### src/hdl/lbpm_ram.sv
// Simple dual-port RAM: one write port, one read port with registered data.
// Used for the link memory and the object directory; no dependencies.
`timescale 1ns / 1ps

module lbpm_ram #(
  parameter int DEPTH  = 16,
  parameter int DATA_W = 8
) (
  input  logic                     clk,
  input  logic                     wr_en,
  input  logic [$clog2(DEPTH)-1:0] wr_addr,
  input  logic [DATA_W-1:0]        wr_data,
  input  logic [$clog2(DEPTH)-1:0] rd_addr,
  output logic [DATA_W-1:0]        rd_data
);

  logic [DATA_W-1:0] mem [DEPTH];

  always_ff @(posedge clk) begin
    if (wr_en) begin
      mem[wr_addr] <= wr_data;
    end
  end

  // read returns the contents before a same-edge write
  always_ff @(posedge clk) begin
    rd_data <= mem[rd_addr];
  end

endmodule

### config.mk
export PLATFORM = sky130hd
export DESIGN_NAME = lbpm_ram
export DESIGN_NICKNAME = d
export VERILOG_FILES = /design/src/hdl/lbpm_ram.sv
export SDC_FILE = /design/constraint.sdc
export NUM_CORES = 1
export LEC_CHECK = 0
export BUFFER_PORTS_ARGS = -buffer_cell sky130_fd_sc_hd__buf_4
export CAP_MARGIN = 10
export CORE_MARGIN = 4
export CORE_UTILIZATION = 54
export DETAILED_ROUTE_END_ITERATION = 10
export PLACE_DENSITY = 0.74
export SYNTH_ARGS = -nofsm -noshare
export SYNTH_HDL_FRONTEND = slang
export SYNTH_SLANG_ARGS = --single-unit
### constraint.sdc
create_clock -name clk -period 1.6 [get_ports clk]
set_clock_uncertainty 0.1 [all_clocks]
set_input_delay 0.16 -clock clk [delete_from_list [all_inputs] [get_ports clk]]
set_output_delay 0.16 -clock clk [all_outputs]
set_load 0.005 [all_outputs]
=== After elaboration in Yosys (flattened, before gate mapping) ===
Memory sizes are Yosys's and may differ from the RTL's. A register that Yosys moved wholly into a read port is not among the register bits.
Index checks and enable logic that the tools add are counted.

* Register bits after elaboration: 0
* Memory bits (writable): 128
* Logic and storage cells: 3
* Memories: 1

{| class="wikitable"
|+ Memory list
! memory !! depth !! width !! read ports !! clocked after memory_dff !! write ports !! line !! RTL
|-
| mem || 16 || 8 || 1 || 1 || 1 || 17 || <nowiki>logic [DATA_W-1:0] mem [DEPTH];</nowiki>
|}

* Muxes and demuxes: 2

{| class="wikitable"
|+ Operator list
! operator !! count
|-
| $mux W1 || 2
|}

=== Logic depth before layout (Yosys ltp) ===
* Word-level depth: 2
* Depth in mapped cells: 5
* Gate-level depth less buffers: 3

=== Least setup slack after synthesis ===
No wires, ideal clock.

* Path kind: in2reg
* Start: input wr_addr[2]
* End: memory mem[0][0], enable pin
* Arrival: 1,270 ps
* Required time: 1,117 ps
* Slack: -153 ps
* Stages: 2
* Path buffers: 0
* Cells stage by stage: or3b_2 > nor3_1

{| class="wikitable"
|+ RTL lines
! item !! line !! RTL
|-
| start, declared || 11 || <nowiki>input logic [$clog2(DEPTH)-1:0] wr_addr,</nowiki>
|-
| end, declared || 17 ||
|}

Straight into the memory's write port.

==> metrics.cfg <==
[yosys]
syn_avg_cell_area_sq_um=22.5
post_synth_instance_area_sq_mm=0.00515
post_synth_mux_area_share=0.150
compound_gate_fraction_of_synth_area=0.0233
dominantRegCellSynth=sky130_fd_sc_hd__edfxtp_1
largest_family_of_logic_cells_by_synthesized_area=multiplexers
post_synth_xor_area_fraction=0
synth_warnings=0
synthDominantAreaCellType=sky130_fd_sc_hd__edfxtp_1
synth_commonest_cells=128 x sky130_fd_sc_hd__edfxtp_1, 18 x sky130_fd_sc_hd__mux4_2, 16 x sky130_fd_sc_hd__a22oi_1, 14 x sky130_fd_sc_hd__mux4_1, 13 x sky130_fd_sc_hd__nor2_1
flops_latches_synth=136
postSynthNetCount=247
post_synth_fa_ha_maj_area_fraction=0
post_synth_num_cell_types=19
synth_sequential_area_ratio=0.778
netlist_instances=229
async_flop_share=0
synth-simple-area-share=0.0318
yosys.area.top_type_share=0.747
cells_taking_the_most_area_after_synthesis=sky130_fd_sc_hd__edfxtp_1 75%, sky130_fd_sc_hd__mux4_2 7.9%, sky130_fd_sc_hd__mux4_1 7.1%, sky130_fd_sc_hd__dfxtp_1 3.1%, sky130_fd_sc_hd__a22oi_1 2.3%
synthMostInstantiatedCell=sky130_fd_sc_hd__edfxtp_1
number_of_flops_mapped_to_enable_cells_by_yosys=128

[clock_tree]
clkSinkCount=136
clkSlewWorstSetupHoldPaths_ps=60
tritoncts.num_buffers=17
cts-root-buf=sky130_fd_sc_hd__clkbuf_8
htree_levels=4
cts_resized=0
clkLatencyLatePin_ps=510
cts_tree=yes
clk_path_buf_depth=2

[final_layout]
antennaDiodeCount=0
area_of_the_multi_input_gates_sq_mm=0.00106
final-instance-count-excl-fill=443
synthToLayoutAreaGrowth_pct=23.6
layout-drive-gt1-share=0.338
area.sequential_sq_mm=0.00400
final.fill_count=560
nNetsFinal=320

[sta]
final-setup-viol-count=0
rsz0062_at_grt=false
final_period_minus_worst_setup_slack_ps=1470
final_max_slew_viol_count=0
fmax_ghz=0.679
headroom_to_the_max_slew_limit=0.723
worst_pin_slew_ps=416
layout_worst_path_cycle_share=0.921
layout_setup_ws_ps=126
final_hold_vio_count=0

[setup_path]
crit_path_max_fanout=1
cp_slowest_cell=sky130_fd_sc_hd__mux4_1
arrival_ps=1760
critical_path.endpoint_type=register
critPathKind=reg -> reg
worst_path_largest_cell_delay_ps=480
required_time_of_the_critical_path_ps=1890
worstPathCellList=mux4_1 > a22oi_1 > nand2_1
worstSetupStartpointType=register

[flow_run]
maxCapViolCount=0

[drt]
post_drt_wl_per_cell_um=22.2
num_vias=2520
routed.top_layer=met4
dr_wl_met3_um=731
wl_met1_um=4180
detail_route.iter0.violations=198
totalWireLength_um=9840
drc_errors=0
routed_via_density=5.69
dr_wl_met2_um=4810
initial_drt_pass_iterations=4
postRouteAntennaNets=0

[floorplanning]
dieWidth_um=106
start_util=0.557
row_count=35
die_area_sq_mm=0.0112
fp.dieH_um=106
coreArea_sq_mm=0.00924
floorplan.io_pins=26

[placed_design]
gp_congestion=0.746
placed_cells=404
place_ws_ps=-100
place_hpwl_um=6390
io_buffer_count=25

[power]
vdd.ir_drop.worst_uv=811
power_density_over_the_cells_mw_per_mm2=1290
total_leakage_power_nw=2.21

[global_route]
grt_antenna_before_repair=0
grt_overflow_total=0
grt_overall_usage=0.196
grt_start_max_net_pins=22
first_global_vias=2629
grt_first_pass_wirelength_um=15600

[worst_hold_path]
min-delay-path-class=in -> reg

[status]
status=finished, final reports clean

-- path summary, 6_finish.rpt --
check / startpoint / to / slack, ps / cells after the start
max: mem[10][4] / rd_data[4] / 130 / 3
max reg2reg: mem[10][4] / rd_data[4] / 130 / 3
min: rd_addr[2] / rd_data[7] / 10 / 4
min reg2reg: mem[15][7] / rd_data[7] / 580 / 3
-- report_power, final --
group / switching [mW] / total [mW] / leakage (nW) / internal, mW
Combinational: 0.210 / 0.425 / 0.707 / 0.215
Sequential: 0.0288 / 4.01 / 1.22 / 3.98
Clock: 1.37 / 3.77 / 0.276 / 2.40
-- repair_timing --
action / CTS / global route
endpoints found under the hold margin: 128 / 0
hold buffers: 8 / 0
buffers inserted: 0 / 0
-- cell usage in the layout, fill, tap and decap left out --
cell type,count
sky130_fd_sc_hd__or3b_2,1
sky130_fd_sc_hd__nand3b_1,2
sky130_fd_sc_hd__nor3_2,1
sky130_fd_sc_hd__clkbuf_8,2
sky130_fd_sc_hd__nand2b_1,2
sky130_fd_sc_hd__buf_4,52
sky130_fd_sc_hd__edfxtp_1,128
sky130_fd_sc_hd__mux4_2,18
sky130_fd_sc_hd__buf_12,4
sky130_fd_sc_hd__nand3_1,1
sky130_fd_sc_hd__a22oi_1,16
sky130_fd_sc_hd__dlygate4sd3_1,8
sky130_fd_sc_hd__clkinv_4,2
sky130_fd_sc_hd__clkinv_2,3
sky130_fd_sc_hd__clkbuf_1,1
sky130_fd_sc_hd__nor2_1,13
sky130_fd_sc_hd__mux4_1,14
sky130_fd_sc_hd__dfxtp_1,8
sky130_fd_sc_hd__clkbuf_16,16
sky130_fd_sc_hd__nand2_1,9
sky130_fd_sc_hd__and2b_1,1
sky130_fd_sc_hd__nor3_1,3
sky130_fd_sc_hd__bufinv_16,3
sky130_fd_sc_hd__nor2b_1,1
sky130_fd_sc_hd__clkinvlp_4,4
sky130_fd_sc_hd__and2_1,1
-- sequential cells by signal (all words and copies together), names as in the netlist --
name	count
mem	128
rd_data	8
-- logic make-up (layout without fill, tap and decap cells) --
| group | count (synthesis) | in the layout |
|---|---|---|
| muxes | 32 | 32 |
| AOI/OAI and AO/OA | 16 | 16 |
| and+or+nand+nor | 35 | 35 |
| DFF | 136 | 136 |
| buffers and inverters | 10 | 95 |
-- per-stage QoR --
stage	utilization	TNS [ps]	power, mW	instance area, sq um	hold WS (ps)
floorplan	-	0	4.28	5150	159
global placement	0.617	-206	4.49	5700	359
detailed placement	0.617	-235	4.50	5700	365
CTS	0.689	0	8.27	6360	1.09
global route	0.689	0	8.48	6360	43.0
finish	0.689	0	8.21	6360	12.2
-- routing by layer --
metal,vias to the layer above,track usage
li1,1117,-
met3,8,0.0514
met1,1295,0.284
met2,100,0.296
met5,-,0
met4,0,0.0583
-- cell type report --
cell class / count / share of cell area
sequential: 136 / 0.629
clock buffer: 19 / 0.0678
multi-input combinational: 83 / 0.167
timing repair buffer: 64 / 0.0865
clock inverter: 12 / 0.0240
tap: 129 / 0.0254
-- critical path, delay by kind of cell (launching register included) --
family	cells	cell delay, ps
mux	1	480
simple gates	1	80
compound gates	1	330
flops	1	360
No activity file was read; power rests on OpenSTA's default activity.
